## src/rtl/ils_pkg.sv

```systemverilog
// ----------------------------------------------------------------------------
// ils_pkg
// Types and codes shared by the indexed list store modules.
// ----------------------------------------------------------------------------
package ils_pkg;

    // Command codes carried in the cmd field.
    localparam logic [2:0] CMD_APPEND = 3'd0;
    localparam logic [2:0] CMD_INSERT = 3'd1;
    localparam logic [2:0] CMD_DROP   = 3'd2;
    localparam logic [2:0] CMD_REMOVE = 3'd3;
    localparam logic [2:0] CMD_READ   = 3'd4;
    localparam logic [2:0] CMD_CLEAR  = 3'd5;

    // Status codes carried in the status field.
    localparam logic [1:0] ST_OK     = 2'd0;
    localparam logic [1:0] ST_BADPOS = 2'd1;
    localparam logic [1:0] ST_FULL   = 2'd2;

    typedef struct packed {
        logic [2:0]  cmd;
        logic [6:0]  position;
        logic [31:0] payload;
    } cmd_item_t;

    typedef struct packed {
        logic [1:0]  status;
        logic [31:0] read_word;
        logic [6:0]  item_count;
    } rsp_item_t;

    typedef enum logic [2:0] {
        S_IDLE,
        S_SHIFT_UP,
        S_INS_LAST,
        S_SHIFT_DN,
        S_RD_WAIT,
        S_DONE
    } state_t;

endpackage

```

## src/rtl/ils_ram.sv

```systemverilog
// ----------------------------------------------------------------------------
// ils_ram
// Simple dual-port entry memory: one write and one registered read a cycle.
// ----------------------------------------------------------------------------
module ils_ram #(
    parameter int DEPTH = 64,
    parameter int WIDTH = 32,
    localparam int ADDR_W = $clog2(DEPTH)
) (
    input  logic              clk,
    input  logic              we,
    input  logic [ADDR_W-1:0] waddr,
    input  logic [WIDTH-1:0]  wdata,
    input  logic              re,
    input  logic [ADDR_W-1:0] raddr,
    output logic [WIDTH-1:0]  rdata
);

    logic [WIDTH-1:0] mem [DEPTH];

    always_ff @(posedge clk)
    begin
        if (we)
        begin
            mem[waddr] <= wdata;
        end
    end

    always_ff @(posedge clk)
    begin
        if (re)
        begin
            rdata <= mem[raddr];
        end
    end

endmodule

```

## src/rtl/ils_ctrl.sv

```systemverilog
// ----------------------------------------------------------------------------
// ils_ctrl
// Command sequencer: decodes a command, runs the entry shift through the
// memory one entry a cycle, and presents the result.
// ----------------------------------------------------------------------------
module ils_ctrl #(
    parameter int CAPACITY = 64,
    parameter int DATA_WIDTH = 32,
    localparam int IDX_W = $clog2(CAPACITY),
    localparam int CNT_W = $clog2(CAPACITY + 1)
) (
    input  logic                  clk,
    input  logic                  rst_n,
    input  logic                  cmd_valid,
    output logic                  cmd_ready,
    input  ils_pkg::cmd_item_t    cmd_data,
    output logic                  res_valid,
    input  logic                  res_ready,
    output ils_pkg::rsp_item_t    res,
    output logic                  mem_we,
    output logic [IDX_W-1:0]      mem_waddr,
    output logic [DATA_WIDTH-1:0] mem_wdata,
    output logic                  mem_re,
    output logic [IDX_W-1:0]      mem_raddr,
    input  logic [DATA_WIDTH-1:0] mem_rdata
);

    localparam int WIDE = CNT_W + 7;

    ils_pkg::state_t       state_reg, state_next;
    logic [CNT_W-1:0]      cnt_reg, cnt_next;
    logic [IDX_W-1:0]      ptr_reg, ptr_next;
    logic [IDX_W-1:0]      lim_reg, lim_next;
    logic [DATA_WIDTH-1:0] word_reg, word_next;
    logic [1:0]            status_reg, status_next;
    logic [31:0]           rword_reg, rword_next;

    logic [WIDE-1:0]       pos_w, cnt_w, cnt_out_w;
    logic [IDX_W-1:0]      pos_i, cnt_i;
    logic [63:0]           pay_wide, rd_wide;
    logic [DATA_WIDTH-1:0] in_word;
    logic                  accept, full, ins_bad, rr_bad, ins_tail, rm_tail;
    logic                  up_last, dn_last;

    // Shared decode of the incoming command against the current count.
    always_comb
    begin
        accept   = cmd_valid && (state_reg == ils_pkg::S_IDLE);
        pos_w    = WIDE'(cmd_data.position);
        cnt_w    = WIDE'(cnt_reg);
        pos_i    = pos_w[IDX_W-1:0];
        cnt_i    = cnt_reg[IDX_W-1:0];
        full     = cnt_reg >= CNT_W'(CAPACITY);
        ins_bad  = pos_w > cnt_w;
        rr_bad   = pos_w >= cnt_w;
        ins_tail = pos_w == cnt_w;
        rm_tail  = (pos_w + WIDE'(1)) == cnt_w;
        pay_wide = 64'(cmd_data.payload);
        in_word  = pay_wide[DATA_WIDTH-1:0];
        rd_wide  = 64'(mem_rdata);
        up_last  = ptr_reg == (lim_reg + IDX_W'(1));
        dn_last  = (CNT_W'(ptr_reg) + CNT_W'(1)) == cnt_reg;
    end

    // Next state.
    always_comb
    begin
        state_next = state_reg;
        unique case (state_reg)
            ils_pkg::S_IDLE:
            begin
                if (cmd_valid)
                begin
                    state_next = ils_pkg::S_DONE;
                    case (cmd_data.cmd)
                        ils_pkg::CMD_INSERT:
                        begin
                            if (!ins_bad && !full && !ins_tail)
                            begin
                                state_next = ils_pkg::S_SHIFT_UP;
                            end
                        end
                        ils_pkg::CMD_REMOVE:
                        begin
                            if (!rr_bad && !rm_tail)
                            begin
                                state_next = ils_pkg::S_SHIFT_DN;
                            end
                        end
                        ils_pkg::CMD_READ:
                        begin
                            if (!rr_bad)
                            begin
                                state_next = ils_pkg::S_RD_WAIT;
                            end
                        end
                        default:
                        begin
                            state_next = ils_pkg::S_DONE;
                        end
                    endcase
                end
            end
            ils_pkg::S_SHIFT_UP:
            begin
                if (up_last)
                begin
                    state_next = ils_pkg::S_INS_LAST;
                end
            end
            ils_pkg::S_INS_LAST:
            begin
                state_next = ils_pkg::S_DONE;
            end
            ils_pkg::S_SHIFT_DN:
            begin
                if (dn_last)
                begin
                    state_next = ils_pkg::S_DONE;
                end
            end
            ils_pkg::S_RD_WAIT:
            begin
                state_next = ils_pkg::S_DONE;
            end
            ils_pkg::S_DONE:
            begin
                if (res_ready)
                begin
                    state_next = ils_pkg::S_IDLE;
                end
            end
            default:
            begin
                state_next = ils_pkg::S_IDLE;
            end
        endcase
    end

    // Outputs: handshakes and memory port controls.
    always_comb
    begin
        cmd_ready = state_reg == ils_pkg::S_IDLE;
        res_valid = state_reg == ils_pkg::S_DONE;
        mem_we    = 1'b0;
        mem_waddr = ptr_reg;
        mem_wdata = mem_rdata;
        mem_re    = 1'b0;
        mem_raddr = ptr_reg - IDX_W'(2);
        unique case (state_reg)
            ils_pkg::S_IDLE:
            begin
                if (cmd_valid)
                begin
                    case (cmd_data.cmd)
                        ils_pkg::CMD_APPEND:
                        begin
                            mem_we    = !full;
                            mem_waddr = cnt_i;
                            mem_wdata = in_word;
                        end
                        ils_pkg::CMD_INSERT:
                        begin
                            mem_we    = !ins_bad && !full && ins_tail;
                            mem_waddr = pos_i;
                            mem_wdata = in_word;
                            mem_re    = !ins_bad && !full && !ins_tail;
                            mem_raddr = cnt_i - IDX_W'(1);
                        end
                        ils_pkg::CMD_REMOVE:
                        begin
                            mem_re    = !rr_bad && !rm_tail;
                            mem_raddr = pos_i + IDX_W'(1);
                        end
                        ils_pkg::CMD_READ:
                        begin
                            mem_re    = !rr_bad;
                            mem_raddr = pos_i;
                        end
                        default:
                        begin
                            mem_we = 1'b0;
                        end
                    endcase
                end
            end
            ils_pkg::S_SHIFT_UP:
            begin
                mem_we    = 1'b1;
                mem_re    = !up_last;
                mem_raddr = ptr_reg - IDX_W'(2);
            end
            ils_pkg::S_INS_LAST:
            begin
                mem_we    = 1'b1;
                mem_waddr = lim_reg;
                mem_wdata = word_reg;
            end
            ils_pkg::S_SHIFT_DN:
            begin
                mem_we    = 1'b1;
                mem_re    = !dn_last;
                mem_raddr = ptr_reg + IDX_W'(2);
            end
            default:
            begin
                mem_we = 1'b0;
            end
        endcase
    end

    // Datapath registers' next values.
    always_comb
    begin
        cnt_next    = cnt_reg;
        ptr_next    = ptr_reg;
        lim_next    = lim_reg;
        word_next   = word_reg;
        status_next = status_reg;
        rword_next  = rword_reg;
        if (accept)
        begin
            status_next = ils_pkg::ST_OK;
            rword_next  = '0;
            word_next   = in_word;
            lim_next    = pos_i;
            case (cmd_data.cmd)
                ils_pkg::CMD_APPEND:
                begin
                    if (full)
                    begin
                        status_next = ils_pkg::ST_FULL;
                    end
                    else
                    begin
                        cnt_next = cnt_reg + CNT_W'(1);
                    end
                end
                ils_pkg::CMD_INSERT:
                begin
                    ptr_next = cnt_i;
                    if (ins_bad)
                    begin
                        status_next = ils_pkg::ST_BADPOS;
                    end
                    else if (full)
                    begin
                        status_next = ils_pkg::ST_FULL;
                    end
                    else
                    begin
                        cnt_next = cnt_reg + CNT_W'(1);
                    end
                end
                ils_pkg::CMD_DROP:
                begin
                    if (cnt_reg != '0)
                    begin
                        cnt_next = cnt_reg - CNT_W'(1);
                    end
                end
                ils_pkg::CMD_REMOVE:
                begin
                    ptr_next = pos_i;
                    if (rr_bad)
                    begin
                        status_next = ils_pkg::ST_BADPOS;
                    end
                    else
                    begin
                        cnt_next = cnt_reg - CNT_W'(1);
                    end
                end
                ils_pkg::CMD_READ:
                begin
                    if (rr_bad)
                    begin
                        status_next = ils_pkg::ST_BADPOS;
                    end
                end
                ils_pkg::CMD_CLEAR:
                begin
                    cnt_next = '0;
                end
                default:
                begin
                    status_next = ils_pkg::ST_OK;
                end
            endcase
        end
        else if (state_reg == ils_pkg::S_SHIFT_UP)
        begin
            ptr_next = ptr_reg - IDX_W'(1);
        end
        else if (state_reg == ils_pkg::S_SHIFT_DN)
        begin
            ptr_next = ptr_reg + IDX_W'(1);
        end
        else if (state_reg == ils_pkg::S_RD_WAIT)
        begin
            rword_next = rd_wide[31:0];
        end
    end

    always_ff @(posedge clk or negedge rst_n)
    begin
        if (!rst_n)
        begin
            state_reg <= ils_pkg::S_IDLE;
            cnt_reg   <= '0;
        end
        else
        begin
            state_reg <= state_next;
            cnt_reg   <= cnt_next;
        end
    end

    always_ff @(posedge clk)
    begin
        ptr_reg    <= ptr_next;
        lim_reg    <= lim_next;
        word_reg   <= word_next;
        status_reg <= status_next;
        rword_reg  <= rword_next;
    end

    always_comb
    begin
        cnt_out_w      = WIDE'(cnt_reg);
        res.status     = status_reg;
        res.read_word  = rword_reg;
        res.item_count = cnt_out_w[6:0];
    end

    // The entry count never goes beyond the capacity.
    a_cnt_bound: assert property (@(posedge clk) disable iff (!rst_n)
        cnt_reg <= CNT_W'(CAPACITY))
        else $error("entry count exceeds capacity");

    // A result that is not taken stays on offer unchanged.
    a_res_hold: assert property (@(posedge clk) disable iff (!rst_n)
        (res_valid && !res_ready) |=> (res_valid && $stable(res)))
        else $error("result dropped or changed while stalled");

    // The shift never reads the entry that it writes in the same cycle.
    a_no_rw_clash: assert property (@(posedge clk) disable iff (!rst_n)
        (mem_we && mem_re) |-> (mem_waddr != mem_raddr))
        else $error("read and write of the same entry in one cycle");

    // An upward shift always writes above the insert position.
    a_up_above: assert property (@(posedge clk) disable iff (!rst_n)
        (state_reg == ils_pkg::S_SHIFT_UP) |-> (ptr_reg > lim_reg))
        else $error("upward shift ran below the insert position");

endmodule

```

## src/rtl/indexed_list_store_top.sv

```systemverilog
// ----------------------------------------------------------------------------
// indexed_list_store_top
// Ordered list of up to CAPACITY words with append, insert, drop, remove,
// read and clear commands, each answered by one result beat.
// ----------------------------------------------------------------------------
// Usage
// A command beat enters on cmd_valid/cmd_ready with fields cmd, position and
// payload; each command yields exactly one result beat on rsp_valid/rsp_ready
// carrying status, read_word and item_count (the count after the command).
// The block takes one command at a time. Append, drop, clear, unused codes
// and any rejected command go straight to their result; read first waits on
// the registered read port of the entry memory. Insert and remove at position
// p move every entry behind p by one place, since the single write port of
// the entry memory moves one entry a cycle; insert then writes the new word
// at p. The result then passes through the output register. A new command is
// accepted while an earlier result still waits in the output register; a
// stalled receiver only holds up the block once the next result is ready and
// has nowhere to go. Reset clears the entry count and the handshake state at
// once; the entry memory needs no clearing pass, as only positions below the
// count can ever be read.
// ----------------------------------------------------------------------------
module indexed_list_store_top #(
    parameter int CAPACITY = 64,
    parameter int DATA_WIDTH = 32
) (
    input  logic               clk,
    input  logic               rst_n,
    input  logic               cmd_valid,
    output logic               cmd_ready,
    input  ils_pkg::cmd_item_t cmd_data,
    output logic               rsp_valid,
    input  logic               rsp_ready,
    output ils_pkg::rsp_item_t rsp_data
);

    localparam int IDX_W = $clog2(CAPACITY);

    // Result from the sequencer, handed to the output register.
    logic               res_valid;
    logic               res_ready;
    ils_pkg::rsp_item_t res;

    // Entry memory ports.
    logic                  mem_we;
    logic [IDX_W-1:0]      mem_waddr;
    logic [DATA_WIDTH-1:0] mem_wdata;
    logic                  mem_re;
    logic [IDX_W-1:0]      mem_raddr;
    logic [DATA_WIDTH-1:0] mem_rdata;

    // Output register state.
    logic               rsp_valid_reg, rsp_valid_next;
    ils_pkg::rsp_item_t rsp_data_reg, rsp_data_next;

    ils_ctrl #(
        .CAPACITY   (CAPACITY),
        .DATA_WIDTH (DATA_WIDTH)
    ) u_ctrl (
        .clk       (clk),
        .rst_n     (rst_n),
        .cmd_valid (cmd_valid),
        .cmd_ready (cmd_ready),
        .cmd_data  (cmd_data),
        .res_valid (res_valid),
        .res_ready (res_ready),
        .res       (res),
        .mem_we    (mem_we),
        .mem_waddr (mem_waddr),
        .mem_wdata (mem_wdata),
        .mem_re    (mem_re),
        .mem_raddr (mem_raddr),
        .mem_rdata (mem_rdata)
    );

    ils_ram #(
        .DEPTH (CAPACITY),
        .WIDTH (DATA_WIDTH)
    ) u_ram (
        .clk   (clk),
        .we    (mem_we),
        .waddr (mem_waddr),
        .wdata (mem_wdata),
        .re    (mem_re),
        .raddr (mem_raddr),
        .rdata (mem_rdata)
    );

    // The output register takes a new result whenever it is empty or its
    // current beat is being taken in the same cycle.
    always_comb
    begin
        res_ready      = !rsp_valid_reg || rsp_ready;
        rsp_valid_next = rsp_valid_reg;
        rsp_data_next  = rsp_data_reg;
        if (res_valid && res_ready)
        begin
            rsp_valid_next = 1'b1;
            rsp_data_next  = res;
        end
        else if (rsp_ready)
        begin
            rsp_valid_next = 1'b0;
        end
    end

    always_ff @(posedge clk or negedge rst_n)
    begin
        if (!rst_n)
        begin
            rsp_valid_reg <= 1'b0;
        end
        else
        begin
            rsp_valid_reg <= rsp_valid_next;
        end
    end

    always_ff @(posedge clk)
    begin
        rsp_data_reg <= rsp_data_next;
    end

    assign rsp_valid = rsp_valid_reg;
    assign rsp_data  = rsp_data_reg;

endmodule
```

## config.mk

```make
export PLATFORM = sky130hd
export DESIGN_NAME = indexed_list_store_top
export DESIGN_NICKNAME = d
export VERILOG_FILES = /design/src/rtl/ils_pkg.sv /design/src/rtl/ils_ram.sv /design/src/rtl/ils_ctrl.sv /design/src/rtl/indexed_list_store_top.sv
export SDC_FILE = /design/constraint.sdc
export NUM_CORES = 2
export LEC_CHECK = 0
export BUFFER_PORTS_ARGS = -buffer_cell sky130_fd_sc_hd__buf_4
export CORE_ASPECT_RATIO = 1.1
export CORE_UTILIZATION = 44
export CTS_CLUSTER_DIAMETER = 40
export DETAILED_ROUTE_END_ITERATION = 6
export PLACE_DENSITY_LB_ADDON = 0.1
export SETUP_SLACK_MARGIN = 0.5
export SLEW_MARGIN = 30
export SYNTH_ARGS = -nofsm -noshare
export SYNTH_HDL_FRONTEND = slang
export SYNTH_HIERARCHICAL = 1
export SYNTH_SLANG_ARGS = --single-unit
```

## constraint.sdc

```tcl
create_clock -name clk -period 8.9 [get_ports clk]
set_input_delay 1.335 -clock clk [delete_from_list [all_inputs] [get_ports clk]]
set_output_delay 1.335 -clock clk [all_outputs]
set_load 0.01 [all_outputs]
```

==> qor.txt <==
run status = finished, violations left
failing checks = design-rule violations
critical path capture point type = register
area added between synthesis and finish = 17.5%
Placeable Area = 0.193 mm^2
fraction of synthesis flops using an asynchronous set or reset pin = 0.00498
register area = 0.0660 mm^2
grt total ovfl = 0
commonest cells after routing, fill and taps aside = 2167 x edfxtp_1, 544 x mux4_2, 308 x clkbuf_16
detail-routed via count per cell = 5.99
endpoint arrival time on the critical path = 6.54 ns
drt pass-1 iters = 7
register clock-pin slew on the reported worst setup and hold paths = 0.05 ns
# clock sinks = 2210
critical path startpoint category = register
worst setup path class = register to register
Die X-Extent = 424 um
hold-fix buffer count after cts = 0
Avg WL per Cell = 33.3 um
area taken by multi-input logic gates = 0.0198 mm^2
count of final max-slew check failures = 0
net count reported at finish = 4477
setup clock skew after layout = 0.0429 ns
relative slew slack = 0.298
Final Hold Violating Endpoints = 0
hold crit path type = input pin to asynchronous set/reset pin
Total Wirelength = 240 mm
post-cts sizing count = 0
Post-Route Utilization = 0.522
die height = 466 um
crit share post-route = 0.650
shortest clock period the worst path allows after layout = 5.79 ns
sum of net half-perimeters after detailed placement = 136 mm
number of primary I/O pins = 89
leading cell type in the layout, fill and taps excluded = edfxtp_1
via count of the first global-routing pass = 43400
nets in the synthesized netlist = 4163
maximum root-to-sink buffer count = 4
total die area = 0.197 mm^2
setup repair after global routing missed its margin = false
maximum number of pins on one net before global-route repair = 120
count of final setup violators = 0
post-synthesis cell type count = 75
Most used DFF post-synth = edfxtp_1
total clock buffers created by CTS = 304
maximum clock frequency = 0.173 GHz
proportion of synthesized chip area in sequential cells = 0.767
Worst Tran Pin Value = 1.05 ns
Leakage = 32.7 nW
total power per unit cell area = 230 mW/mm^2
Avg Inst Size Synth = 21.0 um^2
fraction of final layout cells sized beyond drive strength 1 = 0.302
gr usage total = 0.244
number of port buffers = 88
maximum capacitance violations = 0
Filler cells = 15200
Clock Root Buffer = clkbuf_16
first-pass GRT wire length = 338 mm
final total negative setup slack = 0 ns
H-tree levels = 5
Yosys reg bits = 2210
number of instances in the synthesized netlist = 4092
detailed router's first-iteration violation count = 5091
Peak VDD IR = 0.000127 V
CP max FO = 81
gpl congestion = 0.853
initial core utilization = 0.445
data required time at the worst endpoint = 9.66 ns
Largest register FFs = 2048
number of core rows = 169
EDFF count, synth = 2167
count of yosys warnings during synthesis = 6
post-CTS setup buffers = 0
total via count after detailed routing = 43100
initial antenna violation count = 10
number of nets with antenna violations after routing = 0
clock tree from TritonCTS = yes
total standard cell area after synthesis = 0.0861 mm^2
worst reg2reg setup slack = 3.11 ns
worst skew pair latency = 0.94 ns
total DRC errors in the routed layout = 45
==> stage by stage <==
step	power (W)	cell area [um^2]	hold slack, ns	setup slack [ns]	std cells
final	0.0232	101000	0.243	3.11	7197
after global routing	0.0238	101000	0.234	2.89	7193
after CTS	0.0234	101000	0.188	3.19	7191
after detailed placement	0.0115	91100	0.414	2.40	6664
after global placement	0.0115	91100	0.408	2.15	6662
after floorplan	0.0115	86100	0.400	3.19	4092
==> Yosys cell counts, drive strengths merged, types with 6 or more instances <==
master     n  area [um^2]
and3       9         56.3
nor2b     22          138
o221ai    27          236
nor3      15         91.3
dfrtp     11          275
o21ai     69          349
edfxtp  2167        65100
xor2      11         96.3
buf      123          702
xnor2     28          245
nand3     22          110
a311oi     8         70.1
a22oi     24          180
nand2b    20          133
a21oi    160          808
nand2    153          582
dfxtp     32          641
nor2     180          676
mux2i     97          971
a21o      13         97.6
nand4      6         37.5
nor3b     32          240
and2       6         40.0
clkbuf   116          435
or3        7         43.8
ha        23          288
inv       19         71.3
mux4     544        12300
o22ai     90          563
o31ai      6         60.1
==> worst paths after layout <==
| kind | start | depth (start not counted) | to |
|---|---|---|---|
| setup / recovery | u_ctrl/state_reg[1] | 13 | u_ram/rdata[23] |
| hold / removal | rst_n | 1 | u_ctrl/cnt_reg[3] |
| setup reg to reg | u_ctrl/state_reg[1] | 13 | u_ram/rdata[23] |
| hold reg to reg | u_ctrl/status_reg[1] | 0 | rsp_data[40] |
| max in group asynchronous | rst_n | 1 | u_ctrl/state_reg[1] |
| min in group clk | u_ctrl/status_reg[1] | 0 | rsp_data[40] |
==> area by class of cell <==
cell class / count / share of cell area
Inverter: 20 / 0.000755
Multi-Input combinational cell: 1623 / 0.196
Timing Repair Buffer: 247 / 0.0204
Tap cell: 2565 / 0.0317
Clock buffer: 342 / 0.0775
Clock inverter: 185 / 0.0204
Sequential cell: 2210 / 0.653
Antenna cell: 5 / 0.000124
==> routing by layer <==
layer | vias up | global-route usage | wire length (um) | part of all wire
met1 | 23400 | 0.345 | 101000 | 0.42
met3 | 284 | 0.0464 | 16200 | 0.068
li1 | 17800 | - | - | -
met5 | - | 0 | 0 | 0
met4 | 0 | 0.0621 | 4960 | 0.021
met2 | 1641 | 0.392 | 117000 | 0.49
==> power by group <==
part	leakage, nW	switching, W	internal (W)	total [W]
sequential	19.9	0	0.0113	0.0113
combinational	8.07	0.0000392	0.0000287	0.0000679
clock	4.80	0.00455	0.00734	0.0119
==> kinds of logic (layout without fill, tap and decap cells) <==
group                      Yosys count  after routing  share of synthesized area
muxes                              641            641                      0.154
DFF                               2210           2210                      0.767
adders and majority gates           25             25                    0.00381
xor gates and xnor gates            40             40                    0.00425
and+or+nand+nor                    488            488                     0.0264
AOI/OAI and AO/OA                  429            429                     0.0310
buffers and inverters              259            794                     0.0141
other                                0              5                          0
==> critical path: stages (launching register included) <==
cell and delay (ns):
dfrtp_2 0.38, buf_4 0.64, and3_1 0.51, nor2_1 0.19
or3_1 0.41, a211oi_1 0.25, a21oi_1 0.11, o21ai_4 0.66
buf_4 0.63, nand2b_1 0.58, o22ai_1 0.23, nor2_1 0.46
a21oi_1 0.32, nor2_1 0.21
No activity file was read; power rests on OpenSTA's default activity.
